`config.mk`:
```
export PLATFORM = sky130hd
export DESIGN_NAME = lru_writeback_block_cache_directory_flat
export DESIGN_NICKNAME = d
export VERILOG_FILES = /design/src/design/ldir_pkg.sv /design/src/design/ldir_if.sv /design/src/design/ldir_ram.sv /design/src/design/lru_writeback_block_cache_directory.sv /design/src/flat_wrapper.sv
export SDC_FILE = /design/constraint.sdc
export NUM_CORES = 1
export LEC_CHECK = 0
export ABC_CLOCK_PERIOD_IN_PS = 6000
export BUFFER_PORTS_ARGS = -buffer_cell sky130_fd_sc_hd__clkbuf_2
export CAP_MARGIN = 10
export CELL_PAD_IN_SITES_DETAIL_PLACEMENT = 0
export CELL_PAD_IN_SITES_GLOBAL_PLACEMENT = 1
export CORE_MARGIN = 2
export CORE_UTILIZATION = 35
export DETAILED_ROUTE_END_ITERATION = 8
export PLACE_DENSITY = 0.56
export SYNTH_ARGS = -nofsm -noshare
export SYNTH_HDL_FRONTEND = slang
export SYNTH_SLANG_ARGS = --single-unit
```
`constraint.sdc`:
```
create_clock -name i_clk -period 6 [get_ports i_clk]
set_input_delay 0.3 -clock i_clk [delete_from_list [all_inputs] [get_ports i_clk]]
set_output_delay 0.3 -clock i_clk [all_outputs]
set_load 0.02 [all_outputs]
```
`src/design/ldir_pkg.sv`:
```
// Shared constants, types and helpers for the LRU block cache directory.
// No dependencies; the interfaces and the directory import this package.
package ldir_pkg;

    localparam int NUM_SLOTS   = 16;
    localparam int BLOCK_BYTES = 4096;

    localparam int SW        = $clog2(NUM_SLOTS);
    localparam int UW        = $clog2(NUM_SLOTS + 1);
    localparam int BLK_SHIFT = $clog2(BLOCK_BYTES);
    localparam int OP_W      = 2;
    localparam int FS_W      = 8;
    localparam int POS_W     = 32;
    localparam int BLK_W     = 20;
    localparam int SLOT_W    = 4;
    localparam int TAG_W     = FS_W + BLK_W;

    localparam logic [OP_W-1:0] OP_READ  = 2'd0;
    localparam logic [OP_W-1:0] OP_WRITE = 2'd1;
    localparam logic [OP_W-1:0] OP_FLUSH = 2'd2;

    typedef enum logic [2:0] {
        S_IDLE,
        S_SCAN,
        S_DEC,
        S_FL_FIND,
        S_FL_EMIT,
        S_FL_NONE
    } t_state;

    // Map a slot index onto the 4-bit result field.
    function automatic logic [SLOT_W-1:0] to_slot(input logic [SW-1:0] idx);
        logic [SW+SLOT_W-1:0] tmp;
        tmp = {{SLOT_W{1'b0}}, idx};
        return tmp[SLOT_W-1:0];
    endfunction

    // Block number: position divided by the block size, low bits kept.
    function automatic logic [BLK_W-1:0] block_of(input logic [POS_W-1:0] pos);
        logic [POS_W+BLK_W-1:0] sh;
        sh = {{BLK_W{1'b0}}, pos} >> BLK_SHIFT;
        return sh[BLK_W-1:0];
    endfunction

endpackage

```
`src/design/ldir_if.sv`:
```
// Request and response channel interfaces of the cache directory.
// Depends on ldir_pkg for field widths.
interface ldir_req_if;
    import ldir_pkg::*;
    logic              valid;
    logic              ready;
    logic [OP_W-1:0]   opcode;
    logic [FS_W-1:0]   fs_id;
    logic [POS_W-1:0]  pos;
    modport source (output valid, opcode, fs_id, pos, input ready);
    modport sink   (input valid, opcode, fs_id, pos, output ready);
endinterface

interface ldir_rsp_if;
    import ldir_pkg::*;
    logic              valid;
    logic              ready;
    logic [SLOT_W-1:0] slot;
    logic              hit;
    logic              fetch_needed;
    logic              writeback_valid;
    logic [FS_W-1:0]   wb_fs_id;
    logic [BLK_W-1:0]  wb_block;
    logic              last;
    modport source (output valid, slot, hit, fetch_needed, writeback_valid,
                    wb_fs_id, wb_block, last, input ready);
    modport sink   (input valid, slot, hit, fetch_needed, writeback_valid,
                    wb_fs_id, wb_block, last, output ready);
endinterface

```
`src/design/ldir_ram.sv`:
```
// Generic single-write, single-read RAM with registered read data.
// No dependencies.
module ldir_ram #(
    parameter int WIDTH = 8,
    parameter int DEPTH = 16
) (
    input  logic                     i_clk,
    input  logic                     i_we,
    input  logic [$clog2(DEPTH)-1:0] i_waddr,
    input  logic [WIDTH-1:0]         i_wdata,
    input  logic                     i_re,
    input  logic [$clog2(DEPTH)-1:0] i_raddr,
    output logic [WIDTH-1:0]         o_rdata
);

    logic [WIDTH-1:0] r_mem [DEPTH];
    logic [WIDTH-1:0] r_rdata;

    // Write port, then registered read port
    always_ff @(posedge i_clk) begin
        if (i_we) begin
            r_mem[i_waddr] <= i_wdata;
        end
        if (i_re) begin
            r_rdata <= r_mem[i_raddr];
        end
    end

    assign o_rdata = r_rdata;

endmodule

```
`src/design/lru_writeback_block_cache_directory.sv`:
```
// Access: an accept state, a scan that reads every tag RAM slot in turn, then a decide state
// that waits for the result register to be free; the registered tag RAM read port paces the scan.
// Flush: steps through the ranks from least recent and emits each dirty entry in rank order.
// One item at a time; the result register lets the next item be taken meanwhile.
// Synchronous active-low reset clears valid/dirty marks, fill count and control;
// the tag RAM holds no reset and its data is used only for valid slots.
module lru_writeback_block_cache_directory (
    input  logic       i_clk,
    input  logic       i_rst_n,
    ldir_req_if.sink   i_req,
    ldir_rsp_if.source o_rsp
);
    import ldir_pkg::*;

    t_state r_state, n_state;

    logic [NUM_SLOTS-1:0] r_valid, n_valid;
    logic [NUM_SLOTS-1:0] r_dirty, n_dirty;
    logic [SW-1:0]        r_rank [NUM_SLOTS];
    logic [SW-1:0]        n_rank [NUM_SLOTS];
    logic [UW-1:0]        r_used, n_used;

    // Latched request
    logic [OP_W-1:0]  r_op;
    logic [FS_W-1:0]  r_fs;
    logic [BLK_W-1:0] r_blk;

    // Scan pipeline
    logic [UW-1:0]    r_idx, n_idx;
    logic             r_pend, n_pend;
    logic [SW-1:0]    r_pidx;
    logic             r_hit, n_hit;
    logic [SW-1:0]    r_hslot, n_hslot;
    logic [SW-1:0]    r_vslot, n_vslot;
    logic [TAG_W-1:0] r_vtag, n_vtag;

    // Flush walk
    logic [UW-1:0]    r_frank, n_frank;
    logic [SW-1:0]    r_fslot, n_fslot;
    logic             r_flast, n_flast;

    // Result register
    logic              r_ov, n_ov;
    logic [SLOT_W-1:0] r_slot, n_slot;
    logic              r_ohit, n_ohit;
    logic              r_fetch, n_fetch;
    logic              r_wbv, n_wbv;
    logic [FS_W-1:0]   r_wfs, n_wfs;
    logic [BLK_W-1:0]  r_wblk, n_wblk;
    logic              r_last, n_last;

    // RAM ports
    logic             ram_we, ram_re;
    logic [SW-1:0]    ram_waddr, ram_raddr;
    logic [TAG_W-1:0] ram_wdata, ram_rdata;

    logic          out_free;
    logic          any_dirty;
    logic [SW-1:0] free_idx;

    ldir_ram #(.WIDTH(TAG_W), .DEPTH(NUM_SLOTS)) u_tag_ram (
        .i_clk   (i_clk),
        .i_we    (ram_we),
        .i_waddr (ram_waddr),
        .i_wdata (ram_wdata),
        .i_re    (ram_re),
        .i_raddr (ram_raddr),
        .o_rdata (ram_rdata)
    );

    assign out_free        = !r_ov || o_rsp.ready;
    assign i_req.ready     = (r_state == S_IDLE);
    assign o_rsp.valid     = r_ov;
    assign o_rsp.slot      = r_slot;
    assign o_rsp.hit       = r_ohit;
    assign o_rsp.fetch_needed    = r_fetch;
    assign o_rsp.writeback_valid = r_wbv;
    assign o_rsp.wb_fs_id  = r_wfs;
    assign o_rsp.wb_block  = r_wblk;
    assign o_rsp.last      = r_last;

    // Lowest free slot and any dirty entry
    always_comb begin
        free_idx  = '0;
        any_dirty = 1'b0;
        for (int i = NUM_SLOTS - 1; i >= 0; i--) begin
            if (!r_valid[i]) begin
                free_idx = SW'(i);
            end
            if (r_valid[i] && r_dirty[i]) begin
                any_dirty = 1'b1;
            end
        end
    end

    // State machine, directory update and result formation
    always_comb begin
        logic [SW-1:0]  s;
        logic [SW-1:0]  sr;
        logic           wbv;
        logic           fnd;
        logic           later;
        logic [SW-1:0]  fsel;

        n_state = r_state;
        n_valid = r_valid;
        n_dirty = r_dirty;
        n_rank  = r_rank;
        n_used  = r_used;
        n_idx   = r_idx;
        n_pend  = 1'b0;
        n_hit   = r_hit;
        n_hslot = r_hslot;
        n_vslot = r_vslot;
        n_vtag  = r_vtag;
        n_frank = r_frank;
        n_fslot = r_fslot;
        n_flast = r_flast;
        n_ov    = r_ov && !o_rsp.ready;
        n_slot  = r_slot;
        n_ohit  = r_ohit;
        n_fetch = r_fetch;
        n_wbv   = r_wbv;
        n_wfs   = r_wfs;
        n_wblk  = r_wblk;
        n_last  = r_last;
        ram_we    = 1'b0;
        ram_waddr = '0;
        ram_wdata = {r_fs, r_blk};
        ram_re    = 1'b0;
        ram_raddr = '0;
        s     = '0;
        sr    = '0;
        wbv   = 1'b0;
        fnd   = 1'b0;
        later = 1'b0;
        fsel  = '0;

        // Compare returned tags, remember the hit and the LRU victim
        if (r_pend) begin
            if (r_valid[r_pidx] && ram_rdata == {r_fs, r_blk}) begin
                n_hit   = 1'b1;
                n_hslot = r_pidx;
            end
            if (r_valid[r_pidx] && r_rank[r_pidx] == '0) begin
                n_vslot = r_pidx;
                n_vtag  = ram_rdata;
            end
        end

        unique case (r_state)
            S_IDLE: begin
                n_idx   = '0;
                n_hit   = 1'b0;
                n_frank = '0;
                if (i_req.valid) begin
                    if (i_req.opcode == OP_FLUSH) begin
                        n_state = any_dirty ? S_FL_FIND : S_FL_NONE;
                    end else if (i_req.opcode == OP_READ || i_req.opcode == OP_WRITE) begin
                        n_state = S_SCAN;
                    end
                end
            end

            S_SCAN: begin
                if (r_idx < UW'(NUM_SLOTS)) begin
                    ram_re    = 1'b1;
                    ram_raddr = r_idx[SW-1:0];
                    n_pend    = 1'b1;
                    n_idx     = r_idx + 1'b1;
                end else if (!r_pend) begin
                    n_state = S_DEC;
                end
            end

            S_DEC: begin
                if (out_free) begin
                    if (r_hit) begin
                        s = r_hslot;
                    end else if (r_used < UW'(NUM_SLOTS)) begin
                        s = free_idx;
                    end else begin
                        s   = r_vslot;
                        wbv = r_dirty[r_vslot];
                    end
                    sr = r_rank[s];
                    if (r_hit || r_used == UW'(NUM_SLOTS)) begin
                        // Move s to most recent
                        for (int i = 0; i < NUM_SLOTS; i++) begin
                            if (SW'(i) != s && r_valid[i] && r_rank[i] > sr) begin
                                n_rank[i] = r_rank[i] - 1'b1;
                            end
                        end
                        n_rank[s] = SW'(r_used - 1'b1);
                    end else begin
                        n_valid[s] = 1'b1;
                        n_rank[s]  = SW'(r_used);
                        n_used     = r_used + 1'b1;
                    end
                    if (r_hit) begin
                        n_dirty[s] = r_dirty[s] || (r_op == OP_WRITE);
                    end else begin
                        n_dirty[s] = (r_op == OP_WRITE);
                        ram_we     = 1'b1;
                        ram_waddr  = s;
                    end
                    n_ov    = 1'b1;
                    n_slot  = to_slot(s);
                    n_ohit  = r_hit;
                    n_fetch = !r_hit && (r_op == OP_READ);
                    n_wbv   = wbv;
                    n_wfs   = wbv ? r_vtag[TAG_W-1:BLK_W] : '0;
                    n_wblk  = wbv ? r_vtag[BLK_W-1:0] : '0;
                    n_last  = 1'b1;
                    n_state = S_IDLE;
                end
            end

            S_FL_FIND: begin
                for (int i = NUM_SLOTS - 1; i >= 0; i--) begin
                    if (r_valid[i] && r_dirty[i] && UW'(r_rank[i]) == r_frank) begin
                        fnd  = 1'b1;
                        fsel = SW'(i);
                    end
                    if (r_valid[i] && r_dirty[i] && UW'(r_rank[i]) > r_frank) begin
                        later = 1'b1;
                    end
                end
                n_frank = r_frank + 1'b1;
                if (fnd) begin
                    ram_re    = 1'b1;
                    ram_raddr = fsel;
                    n_fslot   = fsel;
                    n_flast   = !later;
                    n_state   = S_FL_EMIT;
                end
            end

            S_FL_EMIT: begin
                if (out_free) begin
                    n_dirty[r_fslot] = 1'b0;
                    n_ov    = 1'b1;
                    n_slot  = to_slot(r_fslot);
                    n_ohit  = 1'b0;
                    n_fetch = 1'b0;
                    n_wbv   = 1'b1;
                    n_wfs   = ram_rdata[TAG_W-1:BLK_W];
                    n_wblk  = ram_rdata[BLK_W-1:0];
                    n_last  = r_flast;
                    n_state = r_flast ? S_IDLE : S_FL_FIND;
                end
            end

            S_FL_NONE: begin
                if (out_free) begin
                    n_ov    = 1'b1;
                    n_slot  = '0;
                    n_ohit  = 1'b0;
                    n_fetch = 1'b0;
                    n_wbv   = 1'b0;
                    n_wfs   = '0;
                    n_wblk  = '0;
                    n_last  = 1'b1;
                    n_state = S_IDLE;
                end
            end

            default: n_state = S_IDLE;
        endcase
    end

    // Control state
    always_ff @(posedge i_clk) begin
        if (!i_rst_n) begin
            r_state <= S_IDLE;
            r_valid <= '0;
            r_dirty <= '0;
            r_used  <= '0;
            r_pend  <= 1'b0;
            r_ov    <= 1'b0;
        end else begin
            r_state <= n_state;
            r_valid <= n_valid;
            r_dirty <= n_dirty;
            r_used  <= n_used;
            r_pend  <= n_pend;
            r_ov    <= n_ov;
        end
    end

    // Payload and working registers
    always_ff @(posedge i_clk) begin
        if (r_state == S_IDLE && i_req.valid) begin
            r_op  <= i_req.opcode;
            r_fs  <= i_req.fs_id;
            r_blk <= block_of(i_req.pos);
        end
        r_rank  <= n_rank;
        r_idx   <= n_idx;
        r_pidx  <= r_idx[SW-1:0];
        r_hit   <= n_hit;
        r_hslot <= n_hslot;
        r_vslot <= n_vslot;
        r_vtag  <= n_vtag;
        r_frank <= n_frank;
        r_fslot <= n_fslot;
        r_flast <= n_flast;
        r_slot  <= n_slot;
        r_ohit  <= n_ohit;
        r_fetch <= n_fetch;
        r_wbv   <= n_wbv;
        r_wfs   <= n_wfs;
        r_wblk  <= n_wblk;
        r_last  <= n_last;
    end

    // Fill count never exceeds the slot count
    a_used_bound: assert property (@(posedge i_clk) disable iff (!i_rst_n)
        r_used <= UW'(NUM_SLOTS))
        else $error("fill count above slot count");

    // Fill count tracks the valid marks
    a_used_valid: assert property (@(posedge i_clk) disable iff (!i_rst_n)
        UW'($countones(r_valid)) == r_used)
        else $error("fill count disagrees with valid marks");

    // Flushed entry is still valid and dirty while its result waits
    a_flush_dirty: assert property (@(posedge i_clk) disable iff (!i_rst_n)
        r_state == S_FL_EMIT |-> r_dirty[r_fslot] && r_valid[r_fslot])
        else $error("flush picked a clean entry");

    // Decision only after the scan pipeline has drained
    a_scan_drained: assert property (@(posedge i_clk) disable iff (!i_rst_n)
        r_state == S_DEC |-> !r_pend && r_idx == UW'(NUM_SLOTS))
        else $error("decision taken before scan finished");

endmodule
```
`src/flat_wrapper.sv`:
```
// flat-port wrapper written by rule: the top's interface ports become plain ports
module lru_writeback_block_cache_directory_flat import ldir_pkg::*;
  (i_clk, i_rst_n, i_req_valid, i_req_opcode, i_req_fs_id, i_req_pos, i_req_ready, o_rsp_valid, o_rsp_slot, o_rsp_hit, o_rsp_fetch_needed, o_rsp_writeback_valid, o_rsp_wb_fs_id, o_rsp_wb_block, o_rsp_last, o_rsp_ready);
  ldir_req_if i_req_i ();
  ldir_rsp_if o_rsp_i ();
  input  logic i_clk;
  input  logic i_rst_n;
  input wire logic [$bits(i_req_i.valid)-1:0] i_req_valid;
  input wire logic [$bits(i_req_i.opcode)-1:0] i_req_opcode;
  input wire logic [$bits(i_req_i.fs_id)-1:0] i_req_fs_id;
  input wire logic [$bits(i_req_i.pos)-1:0] i_req_pos;
  output wire logic [$bits(i_req_i.ready)-1:0] i_req_ready;
  output wire logic [$bits(o_rsp_i.valid)-1:0] o_rsp_valid;
  output wire logic [$bits(o_rsp_i.slot)-1:0] o_rsp_slot;
  output wire logic [$bits(o_rsp_i.hit)-1:0] o_rsp_hit;
  output wire logic [$bits(o_rsp_i.fetch_needed)-1:0] o_rsp_fetch_needed;
  output wire logic [$bits(o_rsp_i.writeback_valid)-1:0] o_rsp_writeback_valid;
  output wire logic [$bits(o_rsp_i.wb_fs_id)-1:0] o_rsp_wb_fs_id;
  output wire logic [$bits(o_rsp_i.wb_block)-1:0] o_rsp_wb_block;
  output wire logic [$bits(o_rsp_i.last)-1:0] o_rsp_last;
  input wire logic [$bits(o_rsp_i.ready)-1:0] o_rsp_ready;
  assign i_req_i.valid = i_req_valid;
  assign i_req_i.opcode = i_req_opcode;
  assign i_req_i.fs_id = i_req_fs_id;
  assign i_req_i.pos = i_req_pos;
  assign i_req_ready = i_req_i.ready;
  assign o_rsp_valid = o_rsp_i.valid;
  assign o_rsp_slot = o_rsp_i.slot;
  assign o_rsp_hit = o_rsp_i.hit;
  assign o_rsp_fetch_needed = o_rsp_i.fetch_needed;
  assign o_rsp_writeback_valid = o_rsp_i.writeback_valid;
  assign o_rsp_wb_fs_id = o_rsp_i.wb_fs_id;
  assign o_rsp_wb_block = o_rsp_i.wb_block;
  assign o_rsp_last = o_rsp_i.last;
  assign o_rsp_i.ready = o_rsp_ready;
  lru_writeback_block_cache_directory u_core (.i_clk(i_clk), .i_rst_n(i_rst_n), .i_req(i_req_i), .o_rsp(o_rsp_i));
endmodule
```
# Word level (Yosys, flattened, before mapping)
# Memory sizes are Yosys's and may differ from the RTL's. A register that Yosys moved wholly into a read port is not among the register bits.
# Cells that the tools add are included.
# W data, S select, Z words.
[op_classes] n_addsub=20 n_mul=0 div_mod_pow=0 magnitude_cmp=43 eq_ne=52 shift=0 mux=235 n_bitwise=6 n_reduce_logical=122
[ops] operator="$mux W4" n=113
[ops] operator="$bwmux W64" n=2
[ops] operator="$logic_and A1 B1 Y1" n=88
[ops] operator="$eq A4 B5 Y1" n=16
[ops] operator="$gt A4 B5 Y1" n=16
[ops] operator="$mux W20" n=4
[ops] operator="$mux W1" n=74
[ops] operator="$sub A4 B1 Y4 const B" n=17
[ops] operator="$gt A4 B4 Y1" n=16
[ops] operator="$mux W64" n=1
[ops] operator="$pmux W20 S3" n=1
[ops] operator="$mux W16" n=3
[ops] operator="$bmux W4 S4" n=2
[ops] operator="$bwmux W16" n=2
[ops] operator="$mux W8" n=4
[ops] operator="$ne A4 B4 Y1 const A" n=8
[ops] operator="$pmux W16 S2" n=1
[ops] operator="$eq A28 B28 Y1" n=1
[ops] operator="$mux W3" n=9
[ops] operator="$pmux W8 S3" n=1
[ops] operator="$lt A4 B5 Y1 const B" n=4
[ops] operator="$pmux W5 S2" n=2
[ops] operator="$and A16 B16 Y16" n=1
[ops] operator="$demux W4 S4" n=1
[ops] operator="other kinds (44)" n=91
[totals] ff_bits=228 latchBits=0 ram_bits=448 mem_bits_ro=0 input_bits=46 out_inout_bits=38 wordCells=520 memories=1
[memory_table] memory="u_core.u_tag_ram.r_mem" words=16 width=28 rd=1 rd_clocked_by_memory_dff=1 write_ports=1 line_no="ldir_ram.sv:16" source="logic [WIDTH-1:0] r_mem [DEPTH];"

# Logic depth before layout (Yosys ltp)
[depth] word_depth=32 depth_mapped=20

# Hierarchy
# From an unflattened synthesis, not the netlist that was laid out.
[unflattened] hier_cells=2228 area_unflattened_um2=33266.9
[by_module_without_submodules] module="ldir_ram" n_inst=1 cells_each=735 area_per_inst_um2=17803.3
[by_module_without_submodules] module="lru_writeback_block_cache_directory" n_inst=1 cells_each=1493 area_per_inst_um2=15463.6

# Worst setup path after synthesis
# OpenSTA, ideal clock, no wires.
[synth_path] path_type="register to register" start="register u_core.r_valid[14]" end="register u_core.r_rank[12] in the netlist's numbering, data pin" arrival_time_ns=4.565 required_ns=5.728 setup_slack_ns=1.163 path_stages_with_launch=20 n_path_buf=4 synth_period_minus_slack_ns=4.837 cell_sequence="dfxtp_1 > buf_2 > nand2_1 > a311oi_1 > o311ai_0 > o22a_1 > buf_4 > clkbuf_1 > buf_1 > o211ai_1 > nand3_1 > o21ai_0 > o21ai_0 > ha_1 > nor2b_1 > o21a_1 > o21a_1 > o2111ai_1 > or3_1 > o21ai_0"
[synth_via] elab_chain_len=31 word_cells_on_any_way=39 classes_between="3 x order compare; 1 x eq/ne; 31 x mux; 1 x bitwise; 3 x reduce/logical"
[synth_rtl] item="start: declaration" line_no="lru_writeback_block_cache_directory.sv:17" source="logic [NUM_SLOTS-1:0] r_valid, n_valid;"
[synth_rtl] item="start signal: assignment" line_no="lru_writeback_block_cache_directory.sv:283" source="r_valid <= n_valid;"
[synth_rtl] item="$mux W4 * (15 in series)" line_no="lru_writeback_block_cache_directory.sv:87" source="if (!r_valid[i]) begin"
[synth_rtl] item="$mux W4 *" line_no="lru_writeback_block_cache_directory.sv:180" source="end else if (r_used < UW'(NUM_SLOTS)) begin"
[synth_rtl] item="$mux W4 *" line_no="lru_writeback_block_cache_directory.sv:178" source="if (r_hit) begin"
[synth_rtl] item="$mux W4 *" line_no="lru_writeback_block_cache_directory.sv:177" source="if (out_free) begin"
[synth_rtl] item="$mux W4 *" line_no="lru_writeback_block_cache_directory.sv:151" source="unique case (r_state)"
[synth_rtl] item="$not A4 Y5 (implied by the code)" line_no="lru_writeback_block_cache_directory.sv:186, lru_writeback_block_cache_directory.sv:194, lru_writeback_block_cache_directory.sv:197"
[synth_rtl] item="$bmux W4 S4" line_no="lru_writeback_block_cache_directory.sv:186" source="sr = r_rank[s];"
[synth_rtl] item="$mux W4 (implied by the code) (2 in series)" line_no="lru_writeback_block_cache_directory.sv:186"
[synth_rtl] item="$gt A4 B4 Y1" line_no="lru_writeback_block_cache_directory.sv:190" source="if (SW'(i) != s && r_valid[i] && r_rank[i] > sr) begin"
[synth_rtl] item="$logic_and A1 B1 Y1" line_no="lru_writeback_block_cache_directory.sv:190"
[synth_rtl] item="$mux W4" line_no="lru_writeback_block_cache_directory.sv:190"
[synth_rtl] item="$mux W4" line_no="lru_writeback_block_cache_directory.sv:187" source="if (r_hit || r_used == UW'(NUM_SLOTS)) begin"
[synth_rtl] item="$mux W4" line_no="lru_writeback_block_cache_directory.sv:177"
[synth_rtl] item="$mux W4" line_no="lru_writeback_block_cache_directory.sv:151"
[synth_rtl] item="$bwmux W64" line_no="lru_writeback_block_cache_directory.sv:194" source="n_rank[s] = SW'(r_used - 1'b1);"
[synth_rtl] item="$mux W64 *" line_no="lru_writeback_block_cache_directory.sv:187"
[synth_rtl] item="end signal: assignment" line_no="lru_writeback_block_cache_directory.sv:298" source="r_rank <= n_rank;"
[synth_rtl] item="end: declaration" line_no="lru_writeback_block_cache_directory.sv:19" source="logic [SW-1:0] r_rank [NUM_SLOTS];"
# Every way passes the cells marked *; elsewhere a longest branch is shown, timed or not. The select of a mux whose other input is x is not followed.
# A chain may end at the register's enable or synchronous reset.

==> summary.txt <==
clock-pin slew on the worst setup and hold paths -> 0.06 ns
XOR/XNOR Fraction of Synth Area -> 1.55%
EDFF count, synth -> 657
multiplexer share of the synthesized area -> 1.91%
iteration-0 DRC count of the detailed router -> 2170
Main synth FF type -> edfxtp_1
kind of critical path -> reg -> reg
Initial Utilization -> 35.1%
FP Rows -> 113
die height -> 312 um
max-cap viol count -> 0
Mapped Cells -> 2785
sequential element share of the synthesized area -> 62.2%
first-pass GRT wire length -> 157000 um
Static Leak -> 13.4 nW
dominant cell by count in the synthesized netlist -> edfxtp_1
Seq cells post-synth -> 704
post-synth top area cell -> edfxtp_1
setup bufs post-CTS -> 0
Routed WL per cell -> 25.3 um
nature of the critical path endpoint -> register
Post-Syn Area -> 33200 um^2
Core Area -> 94600 um^2
TNS Setup -> 0 ns
Mapped Nets -> 2980
initial antenna violation count -> 2
All-Layer GR Usage -> 21.8%
Final Util -> 40.7%
final period utilization -> 84.0%
Final Hold Viols -> 0
Port Buffers -> 71
TritonCTS clock tree -> yes
outcome -> finished, final reports clean
DP Area -> 35600 um^2
CTS sink count -> 704
Slew Limit Fails -> 0
area grow syn2layout -> 15.9%
CP arrival -> 5.37 ns
routability congestion estimate from global placement -> 0.887
total CTS buffers -> 81
ANT cells -> 0
Hold Path Class -> in -> reg
Place WS -> 0.996 ns
CP Max Fanout -> 19
post-route cell area -> 38500 um^2
top-area cell type share of the netlist area -> 59.4%
worst skew pair latency -> 0.67 ns
vias per cell -> 5.53
Clock Root Buffer -> clkbuf_16
die area -> 97400 um^2
Detailed Route WL -> 108000 um
top cells by area, synth -> edfxtp_1 (59%), nand2_1 (6.2%), ha_1 (5.6%)
ys async rst share -> 0%
largest net degree at the start of global routing -> 96
htree depth -> 3
Vias -> 23.5k
layout cells sized above 1 -> 11.6%
Detail Placement HPWL -> 68000 um
Post-Synth Adder-Cell Area -> 5.61%
top cells by count, synth -> edfxtp_1 (657), nand2_1 (548), nand3_1 (181)
skew final -> 0.0585 ns
Compound-Gate Fraction of Synth Area -> 9.48%
RSZ-0062 raised after global routing -> false
Fillers -> 8892
Congestion Overflow GR -> 0
R2R Setup Slk -> 0.96 ns
# DRC -> 0
synth warn -> 0
fin nets -> 3114
worst vdd ir -> 0.241 mV
Worst Tran Pin Value -> 1.14 ns
Avg Inst Size Synth -> 11.9 um^2
DR pass1 iterations -> 6
Hold WS -> 0.0421 ns
post-cts sizing count -> 0
Top Ports -> 84
Fmax -> 198 MHz
fin worst setup slack -> 0.961 ns
Critical Path RT -> 6.33 ns
Final ANT Viol Nets -> 0
simple-gate portion of the synthesized area -> 16.6%
min cycle time layout -> 5.04 ns
main combinational cell family by area after synthesis -> simple AND/OR/NAND/NOR gates
final setup violation count -> 0
Clock Tree Buf Depth -> 3
Die X -> 312 um
Distinct cells, synth -> 82
PwrDens -> 389 nW/um^2
CP startpoint kind -> register
Worst slew margin -> 23.6%
vias in the first global route -> 23.0k
## critical path: stages, from the launching register on
cell and delay [ns]:
dfxtp_1 0.70, inv_1 0.18, a31oi_2 0.42, mux2i_1 0.22, nand2_1 0.39, buf_4 0.32
nand2_1 0.08, and3_1 0.19, o311ai_0 0.53, o31ai_4 0.13, buf_4 0.29, ha_1 0.37
a21oi_1 0.07, o22ai_1 0.15, o2111a_1 0.30, inv_1 0.06, a21oi_1 0.14, buf_4 0.16
## report_power, final
part           leakage [nW]  total (mW)  internal [mW]  switching [mW]
registers              6.41        6.43           5.98           0.442
logic                  5.73        3.61           1.17            2.44
clock network          1.30        4.96           2.86            2.10
total                  13.4        15.0           10.0            4.97
## kinds of logic after synthesis
logic type	after synthesis
AOI/OAI and AO/OA	455
and+or+nand+nor	1171
buffers and inverters	200
adders and majority gates	149
xor gates and xnor gates	59
DFF	704
muxes	47
## layer usage
layer,GRT usage (%),part of all wire (%)
met5,0,0
met4,7.17,3.2
met3,3.25,4.8
met2,36.9,49
met1,28.6,43
## metrics by stage
stage                     power, mW  cells
after global routing           15.7   4250
after floorplan                8.55   2785
after global placement         10.1   4071
after detailed placement       10.2   4071
final                          15.0   4250
after CTS                      15.1   4250
## final timing paths
kind,to,startpoint,cells past startpoint
worst max register to register,u_core.r_rank[18]$_DFFE_PP_,u_core.r_used[4]$_SDFFE_PN0P_,17
worst min register to register,u_core.r_pidx[1]$_DFF_P_,u_core.r_idx[1]$_SDFFCE_PN0P_,0
worst min-delay path,u_core.r_op[0]$_DFFE_PP_,i_req_valid,2
worst max-delay path,u_core.r_rank[18]$_DFFE_PP_,u_core.r_used[4]$_SDFFE_PN0P_,17
## final cells by class
type	count	area [um^2]	share of cell area [%]
clock buffer	95	2090	5.42
clock inverter	54	566	1.47
inverter	64	240	0.623
multi-input combinational	1881	11900	31.0
sequential	704	20700	53.6
tap	1265	1580	4.11
timing repair buffer	187	1440	3.73
## cell usage in the layout (no fill, tap or decap), types with 15 or more instances in the layout
cell type      instances
xnor2_1               27
ha_1                 149
nor2_4                17
o211ai_1              19
nand2_1              548
nor2_1                94
nand4_1               93
clkinv_2              20
dfxtp_1               47
a31oi_1               37
nor4_1                28
nor2b_1               43
buf_4                 75
clkbuf_2              71
mux2i_1               32
xor2_1                32
clkbuf_16             81
a2bb2oi_1             16
a32oi_1               29
inv_1                 63
a21oi_1               72
clkinv_1              15
nand3_1              181
o21ai_0               96
edfxtp_1             657
dlygate4sd3_1         30
o21a_1                23
o2111ai_1             16
or3_1                 63
a22o_1                29
nand2b_1              23
o221ai_1              17
## timing repair
action / CTS / global route
setup endpoints to repair: 0 / 0
hold endpoints to repair: 30 / 0
hold buffers: 30 / 0
## state kept, by name (all words and copies together) (netlist names), 3 cells and up
| register | flops |
|---|---|
| u_core.r_vtag | 28 |
| u_core.r_valid | 16 |
| u_core.o_rsp.wb_fs_id | 8 |
| u_core.r_hslot | 4 |
| u_core.r_dirty | 16 |
| u_core.u_tag_ram.r_mem | 448 |
| u_core.r_frank | 5 |
| u_core.o_rsp.wb_block | 20 |
| u_core.r_pidx | 4 |
| u_core.r_fslot | 4 |
| u_core.o_rsp.slot | 4 |
| u_core.r_rank | 64 |
| u_core.r_blk | 20 |
| u_core.r_used | 5 |
| u_core.r_state | 3 |
| u_core.u_tag_ram.o_rdata | 28 |
| u_core.r_vslot | 4 |
| u_core.r_idx | 5 |
| u_core.r_fs | 8 |
Power figures use the tool's default switching activity.
